$ cat src/sv/jsu_pkg.sv
// Shared types, constants and functions of the JSON string unescape unit.
package jsu_pkg;

  // Result kinds.
  localparam logic [2:0] K_DATA       = 3'd0;
  localparam logic [2:0] K_OK         = 3'd1;
  localparam logic [2:0] K_BAD_ESC    = 3'd2;
  localparam logic [2:0] K_BAD_CHAR   = 3'd3;
  localparam logic [2:0] K_BAD_HEX    = 3'd4;
  localparam logic [2:0] K_BAD_SURR   = 3'd5;
  localparam logic [2:0] K_MISS_QUOTE = 3'd6;

  // Queue between the front and the back.
  localparam int QDEPTH = 4;
  localparam int QAW    = $clog2(QDEPTH);

  // One job: up to four result words, sent in order from bytes[0].
  typedef struct packed {
    logic [2:0]      kind;
    logic [1:0]      nlast;
    logic [3:0][7:0] bytes;
  } job_t;

  function automatic job_t job_single(input logic [7:0] b, input logic [2:0] kind);
    job_t j;
    j.kind     = kind;
    j.nlast    = 2'd0;
    j.bytes    = '0;
    j.bytes[0] = b;
    return j;
  endfunction

  // UTF-8 encoding of a code point of at most 0x10FFFF.
  function automatic job_t job_utf8(input logic [20:0] code);
    job_t j;
    j.kind  = K_DATA;
    j.bytes = '0;
    if (code < 21'h80) begin
      j.nlast    = 2'd0;
      j.bytes[0] = {1'b0, code[6:0]};
    end else if (code < 21'h800) begin
      j.nlast    = 2'd1;
      j.bytes[0] = {3'b110, code[10:6]};
      j.bytes[1] = {2'b10, code[5:0]};
    end else if (code < 21'h10000) begin
      j.nlast    = 2'd2;
      j.bytes[0] = {4'b1110, code[15:12]};
      j.bytes[1] = {2'b10, code[11:6]};
      j.bytes[2] = {2'b10, code[5:0]};
    end else begin
      j.nlast    = 2'd3;
      j.bytes[0] = {5'b11110, code[20:18]};
      j.bytes[1] = {2'b10, code[17:12]};
      j.bytes[2] = {2'b10, code[11:6]};
      j.bytes[3] = {2'b10, code[5:0]};
    end
    return j;
  endfunction

  // Hex digit: bit 4 is set for a valid digit, bits 3:0 give its value.
  function automatic logic [4:0] hex_val(input logic [7:0] c);
    logic [4:0] r;
    r = 5'd0;
    if (c >= 8'h30 && c <= 8'h39) begin
      r = {1'b1, 4'(c - 8'h30)};
    end else if (c >= 8'h61 && c <= 8'h66) begin
      r = {1'b1, 4'(c - 8'h57)};
    end else if (c >= 8'h41 && c <= 8'h46) begin
      r = {1'b1, 4'(c - 8'h37)};
    end
    return r;
  endfunction

endpackage

$ cat src/sv/jsu_front.sv
// Front end: parses each accepted byte and turns it into at most one job.
module jsu_front import jsu_pkg::*; (
  input  logic       clk,
  input  logic       rst_n,
  input  logic       acc,
  input  logic [7:0] in_byte,
  output logic       push,
  output job_t       job
);

  localparam logic [2:0] PH_AWAIT   = 3'd0;
  localparam logic [2:0] PH_BODY    = 3'd1;
  localparam logic [2:0] PH_ESC     = 3'd2;
  localparam logic [2:0] PH_HEX1    = 3'd3;
  localparam logic [2:0] PH_WANT_BS = 3'd4;
  localparam logic [2:0] PH_WANT_U  = 3'd5;
  localparam logic [2:0] PH_HEX2    = 3'd6;

  localparam logic [7:0] CH_NUL    = 8'h00;
  localparam logic [7:0] CH_QUOTE  = 8'h22;
  localparam logic [7:0] CH_BSLASH = 8'h5C;
  localparam logic [7:0] CH_SLASH  = 8'h2F;
  localparam logic [7:0] CH_U      = 8'h75;
  localparam logic [7:0] CH_B      = 8'h62;
  localparam logic [7:0] CH_F      = 8'h66;
  localparam logic [7:0] CH_N      = 8'h6E;
  localparam logic [7:0] CH_R      = 8'h72;
  localparam logic [7:0] CH_T      = 8'h74;
  localparam logic [7:0] CH_SPACE  = 8'h20;

  logic [2:0]  phase_r, phase_nxt;
  logic [1:0]  hex_cnt_r, hex_cnt_nxt;
  logic [15:0] acc_r, acc_nxt;
  logic [9:0]  high_r, high_nxt;

  logic        fin;
  logic [2:0]  fin_kind;
  logic        emit;
  logic [20:0] emit_code;
  logic [4:0]  hv;
  logic [15:0] acc_new;

  assign hv      = hex_val(in_byte);
  assign acc_new = {acc_r[11:0], hv[3:0]};

  always_comb begin
    phase_nxt   = phase_r;
    hex_cnt_nxt = hex_cnt_r;
    acc_nxt     = acc_r;
    high_nxt    = high_r;
    fin         = 1'b0;
    fin_kind    = K_OK;
    emit        = 1'b0;
    emit_code   = '0;
    push        = 1'b0;
    job         = job_single(in_byte, K_DATA);
    if (acc) begin
      case (phase_r)
        PH_AWAIT: begin
          if (in_byte == CH_NUL) begin
            fin      = 1'b1;
            fin_kind = K_MISS_QUOTE;
          end else begin
            phase_nxt = PH_BODY;
          end
        end
        PH_BODY: begin
          if (in_byte == CH_NUL) begin
            fin      = 1'b1;
            fin_kind = K_MISS_QUOTE;
          end else if (in_byte == CH_QUOTE) begin
            fin      = 1'b1;
            fin_kind = K_OK;
          end else if (in_byte == CH_BSLASH) begin
            phase_nxt = PH_ESC;
          end else if (in_byte < CH_SPACE) begin
            fin      = 1'b1;
            fin_kind = K_BAD_CHAR;
          end else begin
            push = 1'b1;
          end
        end
        PH_ESC: begin
          phase_nxt = PH_BODY;
          push      = 1'b1;
          case (in_byte)
            CH_B:      job = job_single(8'h08, K_DATA);
            CH_F:      job = job_single(8'h0C, K_DATA);
            CH_N:      job = job_single(8'h0A, K_DATA);
            CH_R:      job = job_single(8'h0D, K_DATA);
            CH_T:      job = job_single(8'h09, K_DATA);
            CH_SLASH,
            CH_QUOTE,
            CH_BSLASH: job = job_single(in_byte, K_DATA);
            CH_U: begin
              push        = 1'b0;
              phase_nxt   = PH_HEX1;
              hex_cnt_nxt = 2'd0;
              acc_nxt     = '0;
            end
            default: begin
              push     = 1'b0;
              fin      = 1'b1;
              fin_kind = K_BAD_ESC;
            end
          endcase
        end
        PH_HEX1, PH_HEX2: begin
          if (!hv[4]) begin
            fin      = 1'b1;
            fin_kind = (phase_r == PH_HEX1) ? K_BAD_HEX : K_BAD_SURR;
          end else if (hex_cnt_r != 2'd3) begin
            acc_nxt     = acc_new;
            hex_cnt_nxt = hex_cnt_r + 2'd1;
          end else if (phase_r == PH_HEX1) begin
            if (acc_new[15:10] == 6'b110110) begin
              // High surrogate: keep its ten payload bits for the pair.
              high_nxt    = acc_new[9:0];
              acc_nxt     = '0;
              hex_cnt_nxt = 2'd0;
              phase_nxt   = PH_WANT_BS;
            end else begin
              emit      = 1'b1;
              emit_code = {5'd0, acc_new};
            end
          end else if (acc_new[15:10] != 6'b110111) begin
            fin      = 1'b1;
            fin_kind = K_BAD_SURR;
          end else begin
            emit      = 1'b1;
            emit_code = {1'b0, high_r, acc_new[9:0]} + 21'h10000;
          end
        end
        PH_WANT_BS: begin
          if (in_byte != CH_BSLASH) begin
            fin      = 1'b1;
            fin_kind = K_BAD_SURR;
          end else begin
            phase_nxt = PH_WANT_U;
          end
        end
        PH_WANT_U: begin
          if (in_byte != CH_U) begin
            fin      = 1'b1;
            fin_kind = K_BAD_SURR;
          end else begin
            phase_nxt   = PH_HEX2;
            hex_cnt_nxt = 2'd0;
            acc_nxt     = '0;
          end
        end
        default: begin
          phase_nxt   = PH_AWAIT;
          hex_cnt_nxt = 2'd0;
          acc_nxt     = '0;
          high_nxt    = '0;
        end
      endcase
      if (fin) begin
        phase_nxt   = PH_AWAIT;
        hex_cnt_nxt = 2'd0;
        acc_nxt     = '0;
        high_nxt    = '0;
        push        = 1'b1;
        job         = job_single(8'h00, fin_kind);
      end
      if (emit) begin
        phase_nxt   = PH_BODY;
        hex_cnt_nxt = 2'd0;
        acc_nxt     = '0;
        push        = 1'b1;
        job         = job_utf8(emit_code);
      end
    end
  end

  always_ff @(posedge clk) begin
    if (!rst_n) begin
      phase_r   <= PH_AWAIT;
      hex_cnt_r <= 2'd0;
      acc_r     <= '0;
      high_r    <= '0;
    end else begin
      phase_r   <= phase_nxt;
      hex_cnt_r <= hex_cnt_nxt;
      acc_r     <= acc_nxt;
      high_r    <= high_nxt;
    end
  end

endmodule

$ cat src/sv/jsu_queue.sv
// Short job queue between the parsing front and the output back end.
module jsu_queue import jsu_pkg::*; (
  input  logic clk,
  input  logic rst_n,
  input  logic push,
  input  job_t push_job,
  input  logic pop,
  output logic full,
  output logic nonempty,
  output job_t head
);

  job_t           mem_r [QDEPTH];
  logic [QAW-1:0] wp_r, wp_nxt;
  logic [QAW-1:0] rp_r, rp_nxt;
  logic [QAW:0]   cnt_r, cnt_nxt;

  assign full     = (cnt_r == (QAW+1)'(QDEPTH));
  assign nonempty = (cnt_r != '0);
  assign head     = mem_r[rp_r];

  always_comb begin
    wp_nxt  = push ? wp_r + QAW'(1) : wp_r;
    rp_nxt  = pop ? rp_r + QAW'(1) : rp_r;
    cnt_nxt = cnt_r + (QAW+1)'(push) - (QAW+1)'(pop);
  end

  always_ff @(posedge clk) begin
    if (push) begin
      mem_r[wp_r] <= push_job;
    end
  end

  always_ff @(posedge clk) begin
    if (!rst_n) begin
      wp_r  <= '0;
      rp_r  <= '0;
      cnt_r <= '0;
    end else begin
      wp_r  <= wp_nxt;
      rp_r  <= rp_nxt;
      cnt_r <= cnt_nxt;
    end
  end

  a_no_overflow: assert property (@(posedge clk) disable iff (!rst_n)
    push |-> !full) else $error("job pushed into a full queue");

  a_no_underflow: assert property (@(posedge clk) disable iff (!rst_n)
    pop |-> nonempty) else $error("job popped from an empty queue");

  a_ptr_count: assert property (@(posedge clk) disable iff (!rst_n)
    (cnt_r != (QAW+1)'(QDEPTH)) |-> (cnt_r[QAW-1:0] == wp_r - rp_r))
    else $error("queue count disagrees with its pointers");

endmodule

$ cat src/sv/jsu_back.sv
// Back end: expands each queued job into result words in an output register.
module jsu_back import jsu_pkg::*; (
  input  logic       clk,
  input  logic       rst_n,
  input  logic       q_nonempty,
  input  job_t       q_head,
  output logic       q_pop,
  output logic       out_valid,
  input  logic       out_stall,
  output logic [7:0] out_byte,
  output logic [2:0] out_kind,
  output logic       out_last
);

  logic       valid_r, valid_nxt;
  logic [1:0] idx_r, idx_nxt;
  logic [7:0] byte_r;
  logic [2:0] kind_r;
  logic       last_r;
  logic       load;
  logic       is_last;

  assign load    = !valid_r || !out_stall;
  assign is_last = (idx_r == q_head.nlast);
  assign q_pop   = load && q_nonempty && is_last;

  always_comb begin
    valid_nxt = valid_r;
    idx_nxt   = idx_r;
    if (load) begin
      valid_nxt = q_nonempty;
      if (q_nonempty) begin
        idx_nxt = is_last ? 2'd0 : idx_r + 2'd1;
      end
    end
  end

  always_ff @(posedge clk) begin
    if (load && q_nonempty) begin
      byte_r <= q_head.bytes[idx_r];
      kind_r <= q_head.kind;
      last_r <= is_last;
    end
  end

  always_ff @(posedge clk) begin
    if (!rst_n) begin
      valid_r <= 1'b0;
      idx_r   <= 2'd0;
    end else begin
      valid_r <= valid_nxt;
      idx_r   <= idx_nxt;
    end
  end

  assign out_valid = valid_r;
  assign out_byte  = byte_r;
  assign out_kind  = kind_r;
  assign out_last  = last_r;

  a_status_single: assert property (@(posedge clk) disable iff (!rst_n)
    (valid_r && kind_r != K_DATA) |-> (last_r && byte_r == 8'h00))
    else $error("status word is not a lone zero word");

  a_idx_in_job: assert property (@(posedge clk) disable iff (!rst_n)
    (idx_r != 2'd0) |-> (q_nonempty && idx_r <= q_head.nlast))
    else $error("word index runs past the current job");

  a_idx_resets: assert property (@(posedge clk) disable iff (!rst_n)
    q_pop |=> (idx_r == 2'd0))
    else $error("word index not cleared after a job is done");

endmodule

$ cat src/sv/json_string_unescape_utf8_unit.sv
// Top level of the streaming JSON string unescape and UTF-8 encode unit.
//
//   channel | ports                                  | direction
//   input   | in_valid, in_stall, in_byte            | byte stream in
//   result  | out_valid, out_stall, out_byte,        | decoded words out
//           | out_kind, out_last                     |
//
// One byte is taken per cycle while the job queue has room; out_valid for an
// accepted byte rises at the earliest once its job has passed the queue and the
// output register. A \u escape or surrogate pair yields up to four words, sent
// one per cycle by the output register while out_stall is low, so the result
// side bounds the sustained rate. in_stall rises only when the four-entry job
// queue is full. Reset (rst_n low, synchronous) empties the queue and returns
// the parser to awaiting the opening quote.
module json_string_unescape_utf8_unit import jsu_pkg::*; (
  input  logic       clk,
  input  logic       rst_n,
  input  logic       in_valid,
  output logic       in_stall,
  input  logic [7:0] in_byte,
  output logic       out_valid,
  input  logic       out_stall,
  output logic [7:0] out_byte,
  output logic [2:0] out_kind,
  output logic       out_last
);

  logic acc;
  logic push;
  job_t push_job;
  logic q_full;
  logic q_nonempty;
  job_t q_head;
  logic q_pop;

  assign in_stall = q_full;
  assign acc      = in_valid && !q_full;

  jsu_front u_front (
    .clk     (clk),
    .rst_n   (rst_n),
    .acc     (acc),
    .in_byte (in_byte),
    .push    (push),
    .job     (push_job)
  );

  jsu_queue u_queue (
    .clk      (clk),
    .rst_n    (rst_n),
    .push     (push),
    .push_job (push_job),
    .pop      (q_pop),
    .full     (q_full),
    .nonempty (q_nonempty),
    .head     (q_head)
  );

  jsu_back u_back (
    .clk        (clk),
    .rst_n      (rst_n),
    .q_nonempty (q_nonempty),
    .q_head     (q_head),
    .q_pop      (q_pop),
    .out_valid  (out_valid),
    .out_stall  (out_stall),
    .out_byte   (out_byte),
    .out_kind   (out_kind),
    .out_last   (out_last)
  );

endmodule

$ cat config.mk
export PLATFORM = sky130hd
export DESIGN_NAME = json_string_unescape_utf8_unit
export DESIGN_NICKNAME = d
export VERILOG_FILES = /design/src/sv/jsu_pkg.sv /design/src/sv/jsu_front.sv /design/src/sv/jsu_queue.sv /design/src/sv/jsu_back.sv /design/src/sv/json_string_unescape_utf8_unit.sv
export SDC_FILE = /design/constraint.sdc
export NUM_CORES = 1
export LEC_CHECK = 0
export ABC_CLOCK_PERIOD_IN_PS = 6800
export BUFFER_PORTS_ARGS = -buffer_cell sky130_fd_sc_hd__clkbuf_2
export CAP_MARGIN = 5
export CORE_MARGIN = 5
export CORE_UTILIZATION = 48
export DETAILED_ROUTE_END_ITERATION = 8
export GPL_TIMING_DRIVEN = 0
export SYNTH_ARGS = -nofsm -noshare
export SYNTH_HDL_FRONTEND = slang
export SYNTH_SLANG_ARGS = --single-unit
$ cat constraint.sdc
create_clock -name clk -period 6.8 [get_ports clk]
set_input_delay 0.68 -clock clk [delete_from_list [all_inputs] [get_ports clk]]
set_output_delay 0.68 -clock clk [all_outputs]
set_load 0.1 [all_outputs]
[Word-level counts from Yosys, hierarchy flattened]
Memories as Yosys holds them, arrays and structs flattened. A register that Yosys moved wholly into a read port is not among the register bits.
Cells that the tools add are included.
Cells by class
  add/subtract/negate cells: 10
  order comparisons: 11
  equality and inequality tests: 41
  multiplexer cells: 113
  reductions and logical operators: 22
Operators by type and width (number)
  $mux 21: 6
  $mux 37: 3
  $mux 12: 8
  $mux 3: 22
  $eq 8x7->1 const B: 7
  $mux 10: 5
  $mux 16: 3
  $pmux 12 s4: 1
  $pmux 8 s5: 1
  $pmux 3 s6: 2
  $mux 1: 32
  $mux 2: 16
  $mux 8: 4
  $mux 24: 1
  $ne 4x4->1 const B: 6
  $mux 22: 1
  $add 20x17->21 const B: 1
  $lt 21x12->1 const B: 1
  $lt 21x17->1 const B: 1
  $lt 21x8->1 const B: 1
  $pmux 10 s2: 1
  $bmux 8 s2: 1
  $eq 8x6->1 const B: 2
  $ge 8x7->1 const B: 2
  43 further kinds: 69
Word-level totals
  register bits after elaboration: 49
  bits in writable memories: 148
  bits of input ports: 12
  output and inout port bits: 14
  word-level logic and storage cells: 210
  memories kept: 1
Memory list
  u_queue.mem_r: words 4, width 37, read ports 1, clocked after memory_dff 1, wr ports 1, line jsu_queue.sv:13  | job_t mem_r [QDEPTH];

[Longest topological paths before layout]
  depth in word-level cells: 18
  depth in mapped cells: 12

[Hierarchy]
Synthesis repeated with hierarchy kept, for this count alone.
Unflattened totals
  cells, all modules: 677
  area, all modules: 9467.8 um2
Modules (own cells, without submodules)
  jsu_queue: instances 1, cells each 236, area an instance 5839.4 um2
  jsu_front: instances 1, cells each 398, area an instance 2865.2 um2
  jsu_back: instances 1, cells each 42, area an instance 749.5 um2
  json_string_unescape_utf8_unit: instances 1, cells each 1, area an instance 13.8 um2

[Worst setup path before layout]
OpenSTA, ideal clock, no wires.
  path type: input-to-reg
  start: input in_byte[1]
  end: memory u_queue.mem_r[0][0] (netlist bit) (enable)
  setup time: 393 ps
  arrival time: 3256 ps
  required time: 6407 ps
  slack: 3151 ps
  cell stages on the path: 9
  path buffers: 0
  cell sequence: inv_1 ha_1 or3b_4 nand4_4 nand2_1 o221ai_4 nor3_1 a21oi_2 and2_1
Between the ends
  word-level cells in the longest chain between the ends: 13
  elaborated cells on any way between the ends: 52
  classes of those cells: 7 x order compare; 11 x eq/ne; 28 x mux; 6 x reduce/logical
Ends and longest elaborated chain
  from (decl): line json_string_unescape_utf8_unit.sv:20  | input logic [7:0] in_byte,
  $ge 8x7->1 / $le 8x7->1 (equally long branches): line jsu_pkg.sv:68  | end else if (c >= 8'h41 && c <= 8'h46) begin
  $logic_and 1x1->1: line jsu_pkg.sv:68
  $mux 5: line jsu_pkg.sv:68
  $mux 5: line jsu_pkg.sv:66  | end else if (c >= 8'h61 && c <= 8'h66) begin
  $mux 5: line jsu_pkg.sv:64  | if (c >= 8'h30 && c <= 8'h39) begin
  $mux 1: line jsu_front.sv:109  | if (!hv[4]) begin
  $pmux 1 s6: line jsu_front.sv:58  | case (phase_r)
  $mux 1: line jsu_front.sv:57  | if (acc) begin
  $mux 1: line jsu_front.sv:159  | if (fin) begin
  $mux 1 *: line jsu_front.sv:167  | if (emit) begin
  $mux 1 *: line jsu_front.sv:57
  via push: line json_string_unescape_utf8_unit.sv:29  | logic push;
  $mux 1 *: line jsu_queue.sv:29  | if (push) begin
  $mux 1 (implied by the code) *: line jsu_queue.sv:30  | mem_r[wp_r] <= push_job;
  to (decl): line jsu_queue.sv:13
The timed path passes the listed nets; every way through them passes the cells marked *. The select of a mux whose other input is x is not followed.

[Worst setup path after layout]
  start: input in_byte[0]
  end: register u_queue.cnt_r[1]
Between the ends
  word-level cells in the longest chain between the ends: 13
  elaborated cells on any way between the ends: 52
  classes of those cells: 2 x add/sub; 7 x order compare; 11 x eq/ne; 26 x mux; 6 x reduce/logical
Ends and longest elaborated chain
  $ge 8x7->1 / $le 8x7->1 (equally long branches): line jsu_pkg.sv:68
  $logic_and 1x1->1: line jsu_pkg.sv:68
  $mux 5: line jsu_pkg.sv:68
  $mux 5: line jsu_pkg.sv:66
  $mux 5: line jsu_pkg.sv:64
  $mux 1: line jsu_front.sv:109
  $pmux 1 s6: line jsu_front.sv:58
  $mux 1: line jsu_front.sv:57
  $mux 1: line jsu_front.sv:159
  $mux 1 *: line jsu_front.sv:167
  $mux 1 *: line jsu_front.sv:57
  via push: line json_string_unescape_utf8_unit.sv:29
  $add 3x1->3 *: line jsu_queue.sv:25  | cnt_nxt = cnt_r + (QAW+1)'(push) - (QAW+1)'(pop);
  $sub 3x1->3 *: line jsu_queue.sv:25
  via u_queue.cnt_nxt[1]: line jsu_queue.sv:16  | logic [QAW:0] cnt_r, cnt_nxt;
  to (signal assigned): line jsu_queue.sv:42  | cnt_r <= cnt_nxt;
  to (decl): line jsu_queue.sv:16
Marks and branches as above.
A chain may end at the register's enable or synchronous reset.

==> out/results.ini <==
[grt]
gr-total-overflow = 0
grt_usage_pct = 21.04
grt_first_pass_wirelength_mm = 34.67
grt_pass1_vias = 5957
antenna_found_initial = 0
grt_start_max_net_pins = 33

[timing]
period_needed_ns = 3.837
tns_ns = 0
hold_violations = 0
relSlewSlack_pct = 20.63
fmax_ghz = 0.2606
timing.hold.ws_ns = 0.4795
timing.final.crit_share_pct = 56.42
worstMarginPinSlew_ns = 1.161
rsz0062_at_grt = no
setup_violations = 0
slew_violations = 0
clock_skew_ns = 0.01305

[clock_tree]
cts-root-buf = clkbuf_16
htreeDepth = 4
clk_latency_ns = 0.43
clock-sinks = 183
ctsResizeCount = 0
numCtsBuffers = 17
post_cts_buffers = 0
cts_hold_buf = 0
clk_pin_slew_ns = 0.07
cts_buffer_depth = 2
tritoncts = yes

[floorplanning]
core_area_um2 = 17960
die-width_um = 145.1
die_h_um = 145.1
io_pins = 26
initial_core_util_pct = 48.79
rows = 49
die_area_um2 = 21060

[power_and_ir_drop]
ir_drop_mv = 0.2899
p_leak_nw = 3.295
power_density_nw_per_um2 = 327.4

[yosys]
synth_seq_area_share_pct = 58.24
yosys-top-cells-count = 144 x edfxtp_1, 58 x nand2_1, 45 x nor2_1, 39 x dfxtp_1, 39 x mux4_2
synth_cells = 665
syn-cell-area_um2 = 8765
synth_cell_types = 82
synth-main-ff-cell = edfxtp_1
ys_async_sr_fraction_pct = 0
ys_ff_latch = 183
synth.most_common_cell = edfxtp_1
synth.largest_area_cell = edfxtp_1
synth_edf_count = 144
synth_top_cell_area_share_pct = 49.34
ys_top_cells_by_area = edfxtp_1 49%, mux4_2 10%, dfxtp_1 8.9%
syn-mean-instance-area_um2 = 13.18
syn_nets = 691
yosysWarnings = 0

[final_layout]
nets = 738
fillers = 1506
layout-drive-gt1-share_pct = 20.28
n_antenna_cell = 0
area_growth_pct = 12.53

[critical_path]
path_cells = clkbuf_2 > inv_1 > ha_1 > and3_1 > and4b_1 > a2111oi_0 > a21oi_1 > a21oi_2 > ha_1 > fa_1 > and2_1
startpoint = in_byte[0]
slowest_delay_ns = 0.98
crit_required_ns = 7.12
cp-endpoint = u_queue.cnt_r[1]
critical_path_class = primary input to flop
startpoint_type = primary input
reg2reg_slack_ns = 3.30
cp_max_fo = 9
r2r-end = u_queue.cnt_r[1]
cpMostUsedCell = ha_1
cp.arrival_ns = 4.16
crit_path_end_kind = flop
r2r_cells = 9
cp_slowest_cell = a2111oi_0
reg2reg_from = u_front.phase_r[0]

[placement]
place.gp.congestion = 0.9357
port_buffers = 23
hpwl_mm = 15.71

[drt]
routedWlPerCell_um = 23.01
routed_wl_mm = 21.95
ant_nets = 0
drtIter0Drc = 514
via_count = 5895
viasPerCell = 6.179
drc_errors = 0
dr.pass1.iters = 5

[outcome]
status = finished, final reports clean

[flow_run]
drv_cap = 0

[hold_path]
worstHoldStart = u_front.hex_cnt_r[0]
hp-class = flop to flop

==> power by group <==
part           internal [mW]  switching, mW
sequential              1.32         0.0308
combinational          0.273          0.631
clock                  0.521          0.453
total                   2.11           1.11
==> metrics by stage <==
| step | power, mW | instance area [um2] | instances | util [%] | worst slack, ns |
|---|---|---|---|---|---|
| global route | 3.363 | 9863 | 954 | 54.91 | 2.819 |
| global placement | 2.176 | 9166 | 917 | 51.03 | 1.666 |
| floorplan | 2.011 | 8765 | 665 | - | 3.151 |
| finish | 3.229 | 9863 | 954 | 54.91 | 2.963 |
| CTS | 3.261 | 9863 | 954 | 54.91 | 3.103 |
| detailed placement | 2.288 | 9270 | 922 | 51.61 | 2.643 |
==> state kept, by name, indices dropped and copies added (netlist names), named ones only <==
signal / flops
u_back.idx_r: 2
u_queue.cnt_r: 3
u_front.acc_r: 12
u_front.phase_r: 3
u_back.out_valid: 1
u_front.high_r: 10
u_queue.wp_r: 2
u_back.out_last: 1
u_queue.rp_r: 2
u_back.out_byte: 8
u_queue.mem_r: 132
u_back.out_kind: 3
u_front.hex_cnt_r: 2
==> cell families (layout without fill, tap and decap cells) <==
group / after synthesis / count (layout) / share of synthesized area, %
flip-flops: 183 / 183 / 58.24
AO/OA/AOI/OAI: 137 / 137 / 11.99
multiplexers: 46 / 46 / 10.85
XOR/XNOR: 9 / 9 / 0.9851
buffers and inverters: 60 / 120 / 2.884
AND/OR/NAND/NOR: 216 / 216 / 12.96
adder cells (fa/ha/maj): 14 / 14 / 2.084
==> worst min-delay path by stage <==
stage	cells past startpoint	slack, ns	end
global placement	2	0.45	u_back.out_valid
floorplan	2	0.44	u_front.high_r[0]
CTS	2	0.48	u_front.high_r[0]
detailed placement	2	0.47	u_front.hex_cnt_r[0]
finish	2	0.48	u_front.hex_cnt_r[0]
global route	2	0.50	u_front.hex_cnt_r[0]
==> worst max-delay path, delay by kind of cell <==
family                     cells  cell delay [ns]
buffers and inverters          2             0.37
and+or+nand+nor                3             0.60
adders and majority gates      3             0.95
AOI/OAI and AO/OA              3             1.55
==> layout by cell type, fill, tap and decap left out, types with 8 or more instances in the layout <==
cell type and instances:
a211oi_1 8, a21oi_1 31, buf_1 8, buf_2 13
clkbuf_1 18, clkbuf_16 17, clkbuf_2 23, dfxtp_1 39
edfxtp_1 144, ha_1 13, inv_1 19, mux4_2 39
nand2_1 58, nand2b_1 8, nand3_1 37, nor2_1 45
nor3_1 10, o21ai_0 21, o31ai_1 10, o41ai_1 11
or3_1 8
==> cell type report <==
class	instances	area [um2]	share of cell area (%)
clock buffer	17	425.4	4.313
multi-input combinational	422	3416	34.63
inverter	19	71.32	0.7231
tap	229	286.5	2.905
buffer	41	181.4	1.839
timing repair buffer	28	210.2	2.131
clock inverter	15	167.7	1.700
sequential	183	5105	51.76
==> routing by layer <==
layer	track usage [%]	up-vias	wire length (um)
li1	-	2694	-
met1	29.39	2985	9796
met2	34.25	188	10770
met3	3.804	28	988
met4	5.597	0	399
met5	0	-	0
No activity file was read; power rests on OpenSTA's default activity.
